### config.mk
export PLATFORM = sky130hd
export DESIGN_NAME = tagged_record_endian_fixer
export DESIGN_NICKNAME = d
export VERILOG_FILES = /design/src/rtl/tref_pkg.sv /design/src/rtl/tagged_record_endian_fixer.sv
export SDC_FILE = /design/constraint.sdc
export NUM_CORES = 1
export LEC_CHECK = 0
export ABC_AREA = 1
export BUFFER_PORTS_ARGS = -buffer_cell sky130_fd_sc_hd__buf_2
export CAP_MARGIN = 20
export CORE_MARGIN = 2
export CORE_UTILIZATION = 61
export CTS_CLUSTER_DIAMETER = 100
export CTS_CLUSTER_SIZE = 14
export DETAILED_ROUTE_END_ITERATION = 7
export PLACE_DENSITY = 0.8
export REMOVE_ABC_BUFFERS = 1
export SLEW_MARGIN = 0
export SYNTH_ARGS = -nofsm -noshare
export SYNTH_HDL_FRONTEND = slang
export SYNTH_SLANG_ARGS = --single-unit
export TNS_END_PERCENT = 1
### constraint.sdc
create_clock -name clk_i -period 5.2 [get_ports clk_i]
set_input_delay 0.78 -clock clk_i [delete_from_list [all_inputs] [get_ports clk_i]]
set_output_delay 0.78 -clock clk_i [all_outputs]
set_load 0.05 [all_outputs]
### src/rtl/tref_pkg.sv
// ----------------------------------------------------------------------------
// tref_pkg: shared types and constants of the tagged record endian fixer
// Parse phases, byte role codes, order markers and the type width lookup.
// ----------------------------------------------------------------------------
package tref_pkg;

  // Parse phase codes
  localparam logic [2:0] PH_MARKER  = 3'd0;
  localparam logic [2:0] PH_START   = 3'd1;
  localparam logic [2:0] PH_NAME    = 3'd2;
  localparam logic [2:0] PH_TYPE    = 3'd3;
  localparam logic [2:0] PH_LEN     = 3'd4;
  localparam logic [2:0] PH_CONTENT = 3'd5;
  localparam logic [2:0] PH_HOLD    = 3'd6;

  // Byte role codes carried with every output word
  localparam logic [2:0] ROLE_MARKER  = 3'd0;
  localparam logic [2:0] ROLE_NAME    = 3'd1;
  localparam logic [2:0] ROLE_TYPE    = 3'd2;
  localparam logic [2:0] ROLE_LENGTH  = 3'd3;
  localparam logic [2:0] ROLE_CONTENT = 3'd4;

  // Order markers
  localparam logic [7:0] MARK_BIG    = 8'd66;  // 'B'
  localparam logic [7:0] MARK_LITTLE = 8'd76;  // 'L'

  // Width in bytes of the leading content value that gets reordered.
  // Types 4/5 carry 16-bit values, 6/7 carry 32-bit values, others none.
  function automatic logic [2:0] type_width(input logic [7:0] t);
    logic [2:0] w;
    case (t)
      8'd4, 8'd5: w = 3'd2;
      8'd6, 8'd7: w = 3'd4;
      default:    w = 3'd0;
    endcase
    return w;
  endfunction

endpackage

### src/rtl/tagged_record_endian_fixer.sv
// ----------------------------------------------------------------------------
// tagged_record_endian_fixer: byte-order fixer for a tagged record buffer
// Parses marker / name / type / length / content bytes, swaps multi-byte
// fields when the buffer order differs from the host order, tags each byte.
// ----------------------------------------------------------------------------
//
// Channel   Dir  Signals                       Contents
// s_axis    in   tvalid tready tdata tlast     tdata[7:0] data_byte, tlast last_byte
// m_axis    out  tvalid tready tdata tuser     tdata: out_byte, record_type,
//                tlast                         record_length; tuser: role,
//                                              swapped, truncated; tlast run_last
// cfg       in   cfg_we_i cfg_wdata_i          host_big_endian
//
// Cycles: each accepted byte is decoded in the cycle it is taken; its 0..4
// result words land in a burst register and leave one word per cycle.
// A byte that yields n words keeps s_axis_tready low while more than one word is left;
// the next byte is taken in the same cycle as the last word of the burst.
// Bytes that are held back (length field, swapped content) yield no word and
// never stall. Reset clears the parse state; the first byte is a marker.
// A stalled m_axis holds the current word and the rest of its burst.
//
module tagged_record_endian_fixer (
  input  logic        clk_i,
  input  logic        rst_ni,
  // configuration
  input  logic        cfg_we_i,
  input  logic        cfg_wdata_i,     // host_big_endian
  // input byte stream
  input  logic        s_axis_tvalid,
  output logic        s_axis_tready,
  input  logic [7:0]  s_axis_tdata,    // [7:0] data_byte
  input  logic        s_axis_tlast,    // last_byte
  // output word stream
  output logic        m_axis_tvalid,
  input  logic        m_axis_tready,
  output logic [47:0] m_axis_tdata,    // [7:0] out_byte, [15:8] record_type,
                                       // [47:16] record_length
  output logic [4:0]  m_axis_tuser,    // [2:0] byte_role, [3] was_swapped,
                                       // [4] truncated
  output logic        m_axis_tlast     // run_last
);

  import tref_pkg::*;

  // --------------------------------------------------------------------------
  // Configuration and parse state
  // --------------------------------------------------------------------------
  logic        host_be_q;
  logic [2:0]  phase_q, phase_d;
  logic        swap_q, swap_d;
  logic [7:0]  type_q, type_d;
  logic [31:0] len_q, len_d;          // decoded length of current record
  logic [31:0] rem_q, rem_d;          // content bytes still to come
  logic [7:0]  hold_q [4];            // held-back bytes, written before read
  logic [7:0]  hold_d [4];
  logic [2:0]  hcnt_q, hcnt_d;

  // --------------------------------------------------------------------------
  // Burst register: up to four words that share everything but the byte
  // --------------------------------------------------------------------------
  logic [7:0]  bbyte_q [4];
  logic [2:0]  bleft_q;               // words still to send
  logic [1:0]  brd_q;                 // next word to send
  logic [2:0]  brole_q;
  logic [7:0]  btype_q;
  logic [31:0] blen_q;
  logic        bsw_q;
  logic        btrunc_q;

  // Burst produced by the byte at the input
  logic [7:0]  nbyte [4];
  logic [2:0]  ncnt;
  logic [2:0]  nrole;
  logic [7:0]  ntype;
  logic [31:0] nlen;
  logic        nsw;
  logic        ntrunc;

  logic        acc, pop;
  logic [7:0]  b;
  logic [7:0]  host_mark;
  logic [7:0]  hb [4];                // held bytes with b dropped in at hcnt
  logic [2:0]  hcnt_inc;
  logic [31:0] rem_dec;
  logic [31:0] len_new;
  logic [2:0]  w;

  assign b         = s_axis_tdata;
  assign acc       = s_axis_tvalid && s_axis_tready;
  assign pop       = m_axis_tvalid && m_axis_tready;
  assign host_mark = host_be_q ? MARK_BIG : MARK_LITTLE;
  assign hcnt_inc  = hcnt_q + 3'd1;
  assign rem_dec   = (rem_q != 32'd0) ? rem_q - 32'd1 : rem_q;
  assign w         = type_width(type_q);

  always_comb begin
    for (int i = 0; i < 4; i++) begin
      hb[i] = (hcnt_q[1:0] == 2'(i)) ? b : hold_q[i];
    end
  end

  // Length field, read when its fourth byte arrives
  assign len_new = (host_be_q ^ swap_q) ? {hold_q[0], hold_q[1], hold_q[2], b}
                                        : {b, hold_q[2], hold_q[1], hold_q[0]};

  // --------------------------------------------------------------------------
  // Decode of one byte
  // --------------------------------------------------------------------------
  always_comb begin
    phase_d = phase_q;
    swap_d  = swap_q;
    type_d  = type_q;
    len_d   = len_q;
    rem_d   = rem_q;
    hcnt_d  = hcnt_q;
    for (int i = 0; i < 4; i++) begin
      hold_d[i] = hold_q[i];
      nbyte[i]  = hb[i];
    end
    ncnt   = 3'd0;
    nrole  = ROLE_MARKER;
    ntype  = 8'd0;
    nlen   = 32'd0;
    nsw    = 1'b0;
    ntrunc = 1'b0;

    case (phase_q)
      PH_MARKER: begin
        swap_d   = (b != host_mark);
        // a lone marker that ends the buffer passes unchanged
        nbyte[0] = s_axis_tlast ? b : host_mark;
        ncnt     = 3'd1;
        hcnt_d   = 3'd0;
        phase_d  = PH_START;
      end
      PH_START, PH_NAME: begin
        nbyte[0] = b;
        ncnt     = 3'd1;
        nrole    = ROLE_NAME;
        phase_d  = (b == 8'd0) ? PH_TYPE : PH_NAME;
      end
      PH_TYPE: begin
        type_d   = b;
        nbyte[0] = b;
        ncnt     = 3'd1;
        nrole    = ROLE_TYPE;
        ntype    = b;
        hcnt_d   = 3'd0;
        phase_d  = PH_LEN;
      end
      PH_LEN: begin
        nrole = ROLE_LENGTH;
        ntype = type_q;
        if (hcnt_q < 3'd3) begin
          hold_d[hcnt_q[1:0]] = b;
          hcnt_d              = hcnt_inc;
          if (s_axis_tlast) begin
            // cut length field: release in arrival order, length unknown
            ncnt   = hcnt_inc;
            hcnt_d = 3'd0;
          end
        end else begin
          hcnt_d = 3'd0;
          len_d  = len_new;
          rem_d  = len_new;
          nlen   = len_new;
          nsw    = swap_q;
          ncnt   = 3'd4;
          for (int i = 0; i < 4; i++) begin
            nbyte[i] = swap_q ? hb[3-i] : hb[i];
          end
          if (len_new == 32'd0) begin
            phase_d = PH_START;
          end else if (swap_q && w != 3'd0 && len_new >= 32'(w)) begin
            phase_d = PH_HOLD;
          end else begin
            phase_d = PH_CONTENT;
          end
        end
      end
      PH_CONTENT: begin
        nbyte[0] = b;
        ncnt     = 3'd1;
        nrole    = ROLE_CONTENT;
        ntype    = type_q;
        nlen     = len_q;
        rem_d    = rem_dec;
        phase_d  = (rem_dec != 32'd0) ? PH_CONTENT : PH_START;
      end
      PH_HOLD: begin
        nrole               = ROLE_CONTENT;
        ntype               = type_q;
        nlen                = len_q;
        hold_d[hcnt_q[1:0]] = b;
        hcnt_d              = hcnt_inc;
        rem_d               = rem_dec;
        if (hcnt_inc >= ((w == 3'd0) ? 3'd2 : w)) begin
          // value complete: send it reversed
          nsw    = 1'b1;
          hcnt_d = 3'd0;
          if (w == 3'd4) begin
            ncnt = 3'd4;
            for (int i = 0; i < 4; i++) begin
              nbyte[i] = hb[3-i];
            end
          end else begin
            ncnt     = 3'd2;
            nbyte[0] = hb[1];
            nbyte[1] = hb[0];
          end
          phase_d = (rem_dec != 32'd0) ? PH_CONTENT : PH_START;
        end else if (s_axis_tlast) begin
          ncnt   = hcnt_inc;
          hcnt_d = 3'd0;
        end
      end
      default: begin
        phase_d = PH_MARKER;
      end
    endcase

    // end of buffer: flag a cut record, expect a new marker
    if (s_axis_tlast) begin
      ntrunc  = (phase_d != PH_START) && (phase_d != PH_MARKER);
      phase_d = PH_MARKER;
      hcnt_d  = 3'd0;
    end
  end

  // --------------------------------------------------------------------------
  // Registers
  // --------------------------------------------------------------------------
  always_ff @(posedge clk_i or negedge rst_ni) begin
    if (!rst_ni) begin
      host_be_q <= 1'b0;
    end else if (cfg_we_i) begin
      host_be_q <= cfg_wdata_i;
    end
  end

  always_ff @(posedge clk_i or negedge rst_ni) begin
    if (!rst_ni) begin
      phase_q <= PH_MARKER;
      swap_q  <= 1'b0;
      type_q  <= 8'd0;
      len_q   <= 32'd0;
      rem_q   <= 32'd0;
      hcnt_q  <= 3'd0;
    end else if (acc) begin
      phase_q <= phase_d;
      swap_q  <= swap_d;
      type_q  <= type_d;
      len_q   <= len_d;
      rem_q   <= rem_d;
      hcnt_q  <= hcnt_d;
    end
  end

  always_ff @(posedge clk_i) begin
    if (acc) begin
      for (int i = 0; i < 4; i++) begin
        hold_q[i] <= hold_d[i];
      end
    end
  end

  // burst control
  always_ff @(posedge clk_i or negedge rst_ni) begin
    if (!rst_ni) begin
      bleft_q <= 3'd0;
      brd_q   <= 2'd0;
    end else if (acc && ncnt != 3'd0) begin
      bleft_q <= ncnt;
      brd_q   <= 2'd0;
    end else if (pop) begin
      bleft_q <= bleft_q - 3'd1;
      brd_q   <= brd_q + 2'd1;
    end
  end

  // burst payload
  always_ff @(posedge clk_i) begin
    if (acc && ncnt != 3'd0) begin
      for (int i = 0; i < 4; i++) begin
        bbyte_q[i] <= nbyte[i];
      end
      brole_q  <= nrole;
      btype_q  <= ntype;
      blen_q   <= nlen;
      bsw_q    <= nsw;
      btrunc_q <= ntrunc;
    end
  end

  // take a byte when the burst is empty or its last word leaves now
  assign s_axis_tready = (bleft_q == 3'd0) || (bleft_q == 3'd1 && m_axis_tready);

  assign m_axis_tvalid = (bleft_q != 3'd0);
  assign m_axis_tlast  = (bleft_q == 3'd1);
  assign m_axis_tdata  = {blen_q, btype_q, bbyte_q[brd_q]};
  assign m_axis_tuser  = {btrunc_q && (bleft_q == 3'd1), bsw_q, brole_q};

  // --------------------------------------------------------------------------
  // Assertions
  // --------------------------------------------------------------------------
  a_burst_bound: assert property (@(posedge clk_i) disable iff (!rst_ni)
    bleft_q <= 3'd4)
    else $error("burst count above four");

  a_len_burst: assert property (@(posedge clk_i) disable iff (!rst_ni)
    (acc && phase_q == PH_LEN && hcnt_q == 3'd3) |=> (bleft_q == 3'd4))
    else $error("complete length field did not give four words");

  a_last_marker: assert property (@(posedge clk_i) disable iff (!rst_ni)
    (acc && s_axis_tlast) |=> (phase_q == PH_MARKER && hcnt_q == 3'd0))
    else $error("parser not back at marker after last byte");

  a_swap_src: assert property (@(posedge clk_i) disable iff (!rst_ni)
    (m_axis_tvalid && m_axis_tuser[3]) |-> swap_q)
    else $error("swapped word while swapping is off");

  a_hold_bound: assert property (@(posedge clk_i) disable iff (!rst_ni)
    (phase_q == PH_HOLD) |-> (hcnt_q < 3'd4))
    else $error("hold count overflow");

endmodule

# Word-level counts from Yosys, hierarchy flattened
# Memory sizes are Yosys's and may differ from the RTL's.
# Index checks and enable logic that the tools add are counted.
# Widths: inputs -> output; s select.
dict set report word_totals {
  reg_bits 130
  ramBits 64
  in_bits 15
  out_inout_bits 56
  word_cells 143
  n_memories 2
}
# name words width rd rd_ports_with_merged_regs write_ports line
set memory_table {}
lappend memory_table {bbyte_q 4 8 1 0 4 tagged_record_endian_fixer.sv:61} ;# logic [7:0] bbyte_q [4];
lappend memory_table {hold_q 4 8 4 0 4 tagged_record_endian_fixer.sv:54} ;# logic [7:0] hold_q [4];
dict set report classes {
  addsub 4
  order_cmp 5
  eq_ne 18
  n_mux 59
  bitwise 3
  reduce_logical 38
}
# operator n
set ops {}
lappend ops {{$mux 32} 7}
lappend ops {{$pmux 32 s2} 3}
lappend ops {{$mux 8} 10}
lappend ops {{$reduce_bool 32->1} 2}
lappend ops {{$pmux 24 s2} 1}
lappend ops {{$mux 3} 15}
lappend ops {{$bwmux 32} 1}
lappend ops {{$eq 8x3->1 const B} 4}
lappend ops {{$ge 32x3->1} 1}
lappend ops {{$logic_not 32->1} 1}
lappend ops {{$mux 16} 2}
lappend ops {{$pmux 8 s4} 1}
lappend ops {{$sub 32x1->32 const B} 1}
lappend ops {{$pmux 3 s3} 2}
lappend ops {{$pmux 3 s6} 1}
lappend ops {{$demux 8 s2} 1}
lappend ops {{$pmux 8 s2} 1}
lappend ops {{$eq 3x3->1 const B} 4}
lappend ops {{$pmux 3 s4} 1}
lappend ops {{$reduce_bool 3->1} 4}
lappend ops {{$reduce_or 2->1} 5}
lappend ops {{$logic_and 1x1->1} 9}
lappend ops {{$logic_not 3->1} 3}
lappend ops {{$logic_not 8->1} 1}
lappend ops {{other kinds (31)} 46}

# Depth between registers and ports, before layout
# Gate-level depths: netlist of the first run.
dict set report depth {
  ltp_word 12
  mapped_depth 20
  mapped_depth_nobuf 20
}

# Worst setup path before layout of the first run
# No wires, ideal clock.
dict set report synth_path {
  kind {flip-flop to flip-flop}
  startpoint {reg bleft_q[1]}
  endpoint {reg bleft_q[2]}
  setup_time_ps 120
  t_arrival_ps 3773
  required_ps 5080
  slack_ps 1307
  path_stages_with_launch 14
  path_buffers 0
  synth_period_minus_slack_ps 3893
  cell_sequence {dfrtp_1 -> inv_1 -> ha_1 -> inv_1 -> nor2_1 -> nand2_1 -> nand2_1 -> nand2_1 -> inv_1 -> nand2_1 -> nand2_2 -> o21ai_0 -> o21ai_0 -> inv_1}
}
dict set report synth_between {
  elab_chain_len 6
  elab_cells_between_ends 12
  classes_between {add/sub (1); eq/ne (1); mux (2); reduce/logical (8)}
}
# element line
set synth_rtl {}
lappend synth_rtl {{start, declared} tagged_record_endian_fixer.sv:62} ;# logic [2:0] bleft_q;
lappend synth_rtl {{start signal, assigned} tagged_record_endian_fixer.sv:273} ;# bleft_q <= ncnt;
lappend synth_rtl {{start signal, assigned} tagged_record_endian_fixer.sv:276} ;# bleft_q <= bleft_q - 3'd1;
lappend synth_rtl {{$eq 3x1->1 (*)} n/a}
lappend synth_rtl {{via m_axis_tlast} tagged_record_endian_fixer.sv:40} ;# output logic m_axis_tlast
lappend synth_rtl {{$logic_and 1x1->1 (*)} tagged_record_endian_fixer.sv:296} ;# assign s_axis_tready = (bleft_q == 3'd0) || (bleft_q == 3'd1 && m_axis_tready);
lappend synth_rtl {{$logic_or 1x1->1 (*)} tagged_record_endian_fixer.sv:296}
lappend synth_rtl {{via s_axis_tready} tagged_record_endian_fixer.sv:30} ;# output logic s_axis_tready,
lappend synth_rtl {{$logic_and 1x1->1 (*)} tagged_record_endian_fixer.sv:89} ;# assign acc = s_axis_tvalid && s_axis_tready;
lappend synth_rtl {{$logic_and 1x1->1 (*)} tagged_record_endian_fixer.sv:272} ;# end else if (acc && ncnt != 3'd0) begin
lappend synth_rtl {{$mux 3 or $reduce_bool 2->1 (tied branches)} n/a}
# The timed path passes the listed nets; every way through them passes the cells marked *. The select of a mux whose other input is x is not followed.
# A chain may end at the register's enable or synchronous reset.

# Worst setup path in the final report of the first run
dict set report layout_path {
  startpoint {reg hcnt_q[0]}
  endpoint {reg bleft_q[1]}
}
dict set report layout_between {
  elab_chain_len 7
  elab_cells_between_ends 11
  classes_between {add/sub (1); order compare (2); mux (5); reduce/logical (3)}
}
# element line
set layout_rtl {}
lappend layout_rtl {{start, declared} tagged_record_endian_fixer.sv:56} ;# logic [2:0] hcnt_q, hcnt_d;
lappend layout_rtl {{start signal, assigned} tagged_record_endian_fixer.sv:255} ;# hcnt_q <= hcnt_d;
lappend layout_rtl {{$add 3x1->3} tagged_record_endian_fixer.sv:92} ;# assign hcnt_inc = hcnt_q + 3'd1;
lappend layout_rtl {{$ge 3x3->1 or $mux 3 (tied branches)} {tagged_record_endian_fixer.sv:197, tagged_record_endian_fixer.sv:157, tagged_record_endian_fixer.sv:212}}
lappend layout_rtl {{$mux 3, on equally long branches} {tagged_record_endian_fixer.sv:197, tagged_record_endian_fixer.sv:154}}
lappend layout_rtl {{$pmux 3 s3 (*)} tagged_record_endian_fixer.sv:127} ;# case (phase_q)
lappend layout_rtl {{$reduce_bool 3->1} tagged_record_endian_fixer.sv:272}
lappend layout_rtl {{$logic_and 1x1->1} tagged_record_endian_fixer.sv:272}
lappend layout_rtl {{$mux 3 or $reduce_bool 2->1 (tied branches)} n/a}
# Mark *: on every way between the ends. The rest lies on a longest branch, timed or not.

==> metrics.yaml, run 1 <==
final_cell_mix: "nand2_1 (342), inv_1 (142), nor2_1 (141)"
synth_area_per_cell_sq_um: 8.27
cp-start-kind: "flop"
hpwlAfterDp_um: 21900
final_nets: 1386
io-pin-count: 71
cts_tree: "done"
routed_wl_um: 30600
drive_gt1_share_pct: 11.5
crit_arrival_ns: 4.11
path_buf_inv: 2
dieArea_sq_um: 18800
setup_tns_ns: 0
cts_htree_levels: 4
finalCriticalPeriod_ns: 3.79
ant_nets: 0
grt_pass1_wl_um: 47400
gp_congestion: 1.00
power_density_nw_per_um2: 515
skew_ns: 0.0135
ctsResizeCount: 0
grt_max_degree: 83
cts_buffers: 17
hold_ws_ns: 0.274
synthFlopType: "edfxtp_1"
final_common_cell: "nand2_1"
clkTransAtPathRegs_ns: 0.07
drtIter0Drc: 1246
end_kind: "flop"
worstSkewPairLatency_ns: 0.45
cp.required_ns: 5.52
path_cells: "ha_1, xor2_1, ha_1, a21oi_1, nor2_2, nand2_1, nand2_1, o21ai_1, nand2_4, buf_16, nor2_2, inv_1, o21ai_0, o21ai_0"
power_leakage_nw: 4.93
syn_inst: 1310
grtUsageTotal_pct: 33.7
synth-async-reset-ratio_pct: 43.8
period_share_pct: 72.9
finalMaxSlewViolations: 0
antenna_found_initial: 0
slew_headroom_pct: 41.4
synth-edff-count: 109
power_w: 0.00613
vias: 9559
start_util_pct: 62.4
grt_overflow: 0
max_clock_freq_mhz: 264
insertedDiodeCount: 0
synthDistinctLibCells: 46
area_delta_synth_final_pct: 9.76
rsz0062_at_grt: "false"
crit_path_max_fanout: 51
clock_path_buffers: 2
portBuffers: 70
ys.warnings.count: 0
synth-seq-cells: 194
root_buffer: "clkbuf_16"
hold_path.class: "primary input to asynchronous set/reset pin"
tightestPinTransition_ns: 0.877
reg2reg_slack_ns: 1.41
max_stage_delay_ns: 0.54
slowest_stage: "ha_1"
path_class: "flop to flop"
drc: 0
finalSetupViolCount: 0
ir_drop_uv: 303
cpLargestDelayFamily: "simple AND/OR/NAND/NOR gates"
status: "completed"
clkSinkCount: 194
ys_seq_area_share_pct: 49.9
fp.coreArea_sq_um: 17400
drv_cap: 0
wl_per_cell_um: 19.2
die_h_um: 137
viasPerCell: 5.99
fp.dieW_um: 137
cts_hold_buffers: 0
dr.pass1.iters: 6
rows: 48
cts_setup_buffers: 0
syn_area_sq_um: 10800
finalHoldViolations: 0
grt_pass1_vias: 8694
==> final cells by class <==
type | instances | area [sq um]
Timing Repair Buffer | 79 | 473
Multi-Input combinational cell | 914 | 4610
Clock buffer | 18 | 429
Sequential cell | 194 | 5400
Inverter | 152 | 571
Tap cell | 225 | 282
Fill cell | 1408 | 5470
Clock inverter | 14 | 121
==> worst paths after layout <==
| kind | cells past startpoint | start | endpoint |
|---|---|---|---|
| worst max-delay path | 14 | hcnt_q[0] | bleft_q[1] |
| worst min-delay path | 1 | rst_ni | len_q[20] |
| worst max register to register | 14 | hcnt_q[0] | bleft_q[1] |
| worst min register to register | 2 | type_q[0] | type_q[0] |
| max in group asynchronous | 2 | rst_ni | len_q[1] |
| min in group clk_i | 2 | type_q[0] | type_q[0] |
==> power breakdown <==
group	internal, W	switching, W
Sequential	0.00201	0.000269
Clock	0.000628	0.000645
Combinational	0.000685	0.00189
==> synthesized netlist by cell type (2+ instances only) <==
cell type / number / area, sq um
mux2i_1: 27 / 270
dfrtp_1: 85 / 2130
a22oi_1: 2 / 15.0
o21ai_1: 17 / 85.1
nand2_1: 342 / 1280
o21ai_2: 17 / 149
nand4_1: 9 / 56.3
xor2_1: 19 / 166
o21a_2: 2 / 17.5
o22a_1: 2 / 17.5
and2_1: 2 / 12.5
clkbuf_1: 32 / 120
buf_1: 3 / 11.3
o2111ai_1: 9 / 78.8
buf_6: 5 / 56.3
a21oi_1: 38 / 190
nand3_1: 34 / 170
o22ai_1: 52 / 325
ha_1: 13 / 163
nor2_1: 141 / 529
inv_2: 9 / 33.8
buf_2: 7 / 35.0
nor2_4: 2 / 22.5
nor3_1: 9 / 45.0
buf_4: 2 / 15.0
nand2_2: 4 / 25.0
edfxtp_1: 109 / 3270
o21a_1: 2 / 15.0
o21ai_0: 135 / 676
inv_1: 142 / 533
o211ai_1: 14 / 105
o221ai_1: 3 / 26.3
nor2_2: 8 / 50.1
==> logic make-up (layout without fill, tap and decap cells) <==
kind of cell | after synthesis | count (layout) | share of synthesized area (%)
simple gates | 556 | 556 | 20.7
compound gates | 298 | 298 | 16.2
buf+inv | 202 | 263 | 7.60
flops | 194 | 194 | 49.9
mux | 27 | 27 | 2.50
xor+xnor | 20 | 20 | 1.62
fa+ha+maj | 13 | 13 | 1.50
==> routing by layer <==
layer	global-route usage (%)	wire [um]	part of all wire (%)
met1	50.1	13300	43
met4	9.97	879	2.9
met3	6.62	2780	9.1
met2	50.4	13700	45
met5	0	0	0
==> stage by stage <==
stage	area, sq um	instances	worst slack [ns]	util [%]
final	11900	1596	1.41	68.5
after floorplan	10600	1260	1.25	-
after global placement	11300	1561	1.41	64.9
after CTS	11800	1593	1.24	68.1
after detailed placement	11300	1561	1.28	64.9
after global routing	11900	1596	1.06	68.5
==> registers in the layout (all words and copies together), names as in the netlist <==
signal / count
bbyte_q: 32
blen_q: 32
hold_q: 32
len_q: 32
rem_q: 32
btype_q: 8
type_q: 8
bleft_q: 3
brole_q: 3
hcnt_q: 3
phase_q: 3
brd_q: 2
bsw_q: 1
btrunc_q: 1
host_be_q: 1
swap_q: 1
Note: power is estimated with default switching activity, not from simulation.
==> run 2: changes to the inputs <==
--- a/config.mk
+++ b/config.mk
@@ -9,11 +9,11 @@
 export BUFFER_PORTS_ARGS = -buffer_cell sky130_fd_sc_hd__buf_2
 export CAP_MARGIN = 20
 export CORE_MARGIN = 2
-export CORE_UTILIZATION = 61
+export CORE_UTILIZATION = 55
 export CTS_CLUSTER_DIAMETER = 100
 export CTS_CLUSTER_SIZE = 14
 export DETAILED_ROUTE_END_ITERATION = 7
-export PLACE_DENSITY = 0.8
+export PLACE_DENSITY = 0.76
 export REMOVE_ABC_BUFFERS = 1
 export SLEW_MARGIN = 0
 export SYNTH_ARGS = -nofsm -noshare
==> constraint.sdc (replaced) <==
create_clock -name clk_i -period 3.3 [get_ports clk_i]
set_input_delay 0.495 -clock clk_i [delete_from_list [all_inputs] [get_ports clk_i]]
set_output_delay 0.495 -clock clk_i [all_outputs]
set_load 0.05 [all_outputs]
==> run 2 against run 1 <==
Net effect:
- clock power up 53%
- largest power group unchanged
- worst setup slack worse by 1.1 ns
- highest routed layer unchanged
- worst hold slack worse by 0.24 ns
- cell area up 1.4%
- critical endpoint unchanged
- routed wire length down 1.4%
==> metrics.yaml, run 2 (synthesized netlist as in run 1, its figures left out) <==
status: "completed"
worstSkewPairLatency_ns: 0.44
pre_cts_slack_ns: 0.278
end_kind: "flop"
max_clock_freq_mhz: 334
final_nets: 1403
fillers: 1727
final_common_cell: "nand2_1"
io-pin-count: 71
hold_path.class: "primary input to asynchronous set/reset pin"
grt_pass1_vias: 8855
grt_use_met1_pct: 43.6
clkTransAtPathRegs_ns: 0.07
start_util_pct: 55.8
grt_max_degree: 65
rows: 51
slowest_stage: "dfrtp_1"
multi_input_area_sq_um: 4620
grt_pass1_wl_um: 47400
fin_ws_ns: 0.302
clock_path_buffers: 2
root_buffer: "clkbuf_16"
ant_nets: 0
hpwlAfterDp_um: 22500
period_share_pct: 90.9
cts_buffers: 17
fp.dieW_um: 144
portBuffers: 70
routed_wl_um: 30200
cts_setup_buffers: 0
tightestPinTransition_ns: 0.692
crit_path_max_fanout: 16
dieArea_sq_um: 20800
finalHoldViolations: 0
finalCriticalPeriod_ns: 3.00
viasPerCell: 5.79
ir_drop_uv: 497
die_h_um: 144
drc: 0
drtIter0Drc: 1041
area_delta_synth_final_pct: 11.3
slew_headroom_pct: 53.4
grt.busiest_layer: "met2"
path_cells: "nor2_1, nand4_1, nor2_2, inv_1, ha_1, nand2_1, nand2_1, a21oi_2, nor2_2, nand2_1, nand2_1, o21ai_1, nand2_4, nor2_2, inv_1, o21ai_0, o21ai_0"
use_met2_pct: 45.8
power_w: 0.00963
clkSinkCount: 194
grtUsageTotal_pct: 30.1
cpLargestDelayFamily: "simple AND/OR/NAND/NOR gates"
insertedDiodeCount: 0
power_density_nw_per_um2: 799
power_leakage_nw: 4.99
rsz0062_at_grt: "false"
cp.required_ns: 3.62
drv_cap: 0
finalMaxSlewViolations: 0
final_cell_mix: "nand2_1 (342), inv_1 (142), nor2_1 (141)"
use_met3_pct: 5.63
drive_gt1_share_pct: 12.5
path_class: "flop to flop"
crit_arrival_ns: 3.32
gp_congestion: 0.992
max_stage_delay_ns: 0.40
hold_ws_ns: 0.0350
finalSetupViolCount: 0
cts_htree_levels: 4
fp.coreArea_sq_um: 19400
regArea_sq_um: 5400
dr.pass1.iters: 6
fin_area_sq_um: 12100
grt_overflow: 0
cp_common_cell: "nand2_1"
vias: 9567
antenna_found_initial: 0
reg2reg_slack_ns: 0.30
skew_ns: 0.0102
path_buf_inv: 2
wl_per_cell_um: 18.3
placed_cell_area_sq_um: 11500
cts_tree: "done"
cp-start-kind: "flop"
-- run 2: cell count changes in the layout (fill, tap and decap cells not counted) --
cell and delta:
a21oi_1 -1, a21oi_2 +1, inv_4 -2, clkbuf_1 +1, o21ai_0 -1, clkinvlp_4 +3
buf_4 +16, clkinv_4 -2, buf_12 +3, clkinv_8 -1, clkinv_2 +1, buf_16 -2
o21ai_1 +1
-- run 2: metrics by stage --
step / TNS (ns) / util, % / cells
6_report: 0 / 62.1 / 1653
5_1_grt: 0 / 62.1 / 1653
4_1_cts: 0 / 62.0 / 1652
3_5_place_dp: 0 / 59.2 / 1620
3_3_place_gp: 0 / 59.2 / 1620
2_1_floorplan: -53.19 / - / 1260
-- run 2: worst register-to-register path, delay by kind of cell, from the launching register on --
kind / cells / cell delay, ns
buffers and inverters: 2 / 0.20
adder cells (fa/ha/maj): 1 / 0.27
AO/OA/AOI/OAI: 4 / 0.70
AND/OR/NAND/NOR: 10 / 1.31
flip-flops: 1 / 0.40
-- run 2: what timing repair did --
item,in CTS,in global routing
resized for setup,0,2
endpoints found under the setup margin,0,2
hold buffers,0,0
-- run 2: layout make-up --
cell class	count	share of cell area [%]
flip-flops and latches	194	44.8
clock inverters	13	0.851
multi-input cells	914	38.3
clock buffers	19	3.59
repair buffers	96	4.96
well taps	265	2.75
inverters	152	4.73
-- run 2: worst paths after layout --
kind | from | to | cells after the start
worst max-delay path | type_q[5] | bleft_q[1] | 17
worst min-delay path | rst_ni | len_q[22] | 1
worst max register to register | type_q[5] | bleft_q[1] | 17
worst min register to register | type_q[2] | type_q[2] | 2
max in group asynchronous | rst_ni | len_q[10] | 2
min in group clk_i | cfg_wdata_i | host_be_q | 3
-- run 2: power breakdown --
part	internal (W)	switching, W
Combinational	0.00111	0.00301
Clock	0.000978	0.000962
Sequential	0.00316	0.000406
-- run 2: layer usage --
metal,vias to the layer above,routed length [um],share of wire (%)
met5,-,0,0
met4,0,796,2.6
met3,67,2760,9.2
met2,453,13600,45
met1,4520,13000,43
li1,4527,-,-
==> run 3: changes to the inputs <==
--- a/config.mk
+++ b/config.mk
@@ -8,12 +8,14 @@
 export ABC_AREA = 1
 export BUFFER_PORTS_ARGS = -buffer_cell sky130_fd_sc_hd__buf_2
 export CAP_MARGIN = 20
+export CELL_PAD_IN_SITES_DETAIL_PLACEMENT = 1
+export CELL_PAD_IN_SITES_GLOBAL_PLACEMENT = 2
 export CORE_MARGIN = 2
-export CORE_UTILIZATION = 55
+export CORE_UTILIZATION = 34
 export CTS_CLUSTER_DIAMETER = 100
 export CTS_CLUSTER_SIZE = 14
 export DETAILED_ROUTE_END_ITERATION = 7
-export PLACE_DENSITY = 0.76
+export PLACE_DENSITY_LB_ADDON = 0.1
 export REMOVE_ABC_BUFFERS = 1
 export SLEW_MARGIN = 0
 export SYNTH_ARGS = -nofsm -noshare
==> run 3 against run 2 <==
Net effect:
- sequential cell count stayed put
- sequential share of layout area is 1.6 points lower
- first-iteration DRC count is 39% lower
- worst setup slack worse by 0.077 ns
- critical endpoint is now btrunc_q
- die area is 60% higher
- via count is 2.4% lower
- power is 4.4% higher
- critical path depth is 1 lower
- largest cell class unchanged
- register-to-register slack worse by 0.08 ns
==> metrics.yaml, run 3 (synthesized netlist as in run 1, its figures left out) <==
hold_path.class: "primary input to asynchronous set/reset pin"
insertedDiodeCount: 0
rows: 65
viasPerCell: 5.16
cp-start-kind: "flop"
start_util_pct: 34.4
dr.pass1.iters: 5
power_leakage_nw: 5.15
final_common_cell: "nand2_1"
reg2regPathDepth: 16
grt_max_degree: 59
skew_ns: 0.0109
pre_cts_slack_ns: -0.0852
drive_gt1_share_pct: 14.1
path_class: "flop to flop"
period_share_pct: 93.2
finalHoldViolations: 0
crit_path_max_fanout: 35
final_cell_mix: "nand2_1 (342), inv_1 (142), nor2_1 (140)"
switching_share_pct: 45.1
cp.required_ns: 3.51
crit_arrival_ns: 3.29
setup_tns_ns: 0
final_nets: 1423
portBuffers: 70
worstSkewPairLatency_ns: 0.45
io-pin-count: 71
cts_tree: "done"
finalSetupViolCount: 0
regArea_sq_um: 5400
fin_ws_ns: 0.225
cts_buffers: 17
routed_wl_um: 37100
area_delta_synth_final_pct: 15.3
power_w: 0.0101
finalCriticalPeriod_ns: 3.07
vias: 9340
antenna_found_initial: 0
cts_hold_buffers: 0
grtUsageTotal_pct: 23.2
p_int_w: 0.00552
ir_drop_uv: 384
clock_path_buffers: 2
hpwlAfterDp_um: 28000
timing.rr.end: "btrunc_q"
ant_nets: 0
finalCoreUtilization_pct: 39.7
finalMaxSlewViolations: 0
max_clock_freq_mhz: 325
end_kind: "flop"
root_buffer: "clkbuf_16"
drc: 0
grt_pass1_vias: 9570
drv_cap: 0
reg2reg_slack_ns: 0.23
instances_no_fill: 1810
clkTransAtPathRegs_ns: 0.08
gp_congestion: 0.852
multi_input_area_sq_um: 4630
dieArea_sq_um: 33300
clkSinkCount: 194
drtIter0Drc: 631
wl_per_cell_um: 20.5
grt_overflow: 0
pwr-share-comb_pct: 43.2
slew_headroom_pct: 35.6
fp.coreArea_sq_um: 31500
power_switching_w: 0.00453
status: "completed"
power_density_nw_per_um2: 805
p_clk_share_pct: 21.6
place_inst: 1770
tightestPinTransition_ns: 0.955
crit-reg2reg-launch: "rem_q[11]"
fp.dieW_um: 182
fillers: 3774
seqPwrFrac_pct: 35.3
die_h_um: 182
grt_pass1_wl_um: 58100
cts_htree_levels: 4
[run 3: power by group through the flow]
stage          clock network, W  registers, W  logic, W
2_1_floorplan                 0       0.00380   0.00259
3_3_place_gp                  0       0.00358   0.00426
3_5_place_dp                  0       0.00359   0.00430
4_1_cts                 0.00223       0.00354   0.00432
5_1_grt                 0.00232       0.00361   0.00482
6_report                0.00217       0.00354   0.00434
[run 3: layout make-up]
class,instances,share of cell area [%]
repair buffers,116,6.29
flip-flops and latches,194,43.3
inverters,152,4.59
well taps,402,4.03
clock buffers,19,3.63
clock inverters,13,1.16
multi-input cells,914,37.0
[run 3: worst max-delay path, cell delays in order (launching register included)]
cell	delay (ns)
dfrtp_1	0.44
nor2_1	0.19
nand2_1	0.11
nor2_2	0.20
nand2_1	0.11
nor2_2	0.18
inv_4	0.18
o21ai_1	0.26
nand3_1	0.21
nor2_1	0.24
nand2_1	0.08
nor2_1	0.20
nand2_1	0.09
nand2_1	0.14
nand3_1	0.08
nand2_1	0.06
inv_1	0.04
[run 3: per-stage QoR]
step	cell area [sq um]	hold WS, ns
3_3_place_gp	11800	0.473
2_1_floorplan	10600	0.199
3_5_place_dp	11800	0.481
6_report	12500	0.0542
5_1_grt	12500	0.0967
4_1_cts	12400	0.0778
[run 3: repair_timing]
| item | 4_1_cts | 5_1_grt |
|---|---|---|
| buffers inserted | 0 | 7 |
| endpoints found under the setup margin | 1 | 72 |
| pin swaps | 0 | 1 |
| resized for setup | 2 | 5 |
[run 3: worst max path at each step]
stage,startpoint,to
finish,rem_q[11],btrunc_q
global route,type_q[5],blen_q[1]
CTS,rem_q[11],btrunc_q
detailed placement,rem_q[11],btrunc_q
global placement,rem_q[11],btrunc_q
floorplan,type_q[5],bleft_q[2]
[run 3: per-layer routing]
| metal | vias to the layer above | global-route usage [%] | share of wire (%) | routed length (um) |
|---|---|---|---|---|
| li1 | 4555 | - | - | - |
| met1 | 4619 | 34.4 | 50 | 18700 |
| met2 | 146 | 36.5 | 45 | 16800 |
| met4 | 0 | 4.68 | 0.91 | 338 |
| met3 | 20 | 2.69 | 3.2 | 1200 |
| met5 | - | 0 | 0 | 0 |
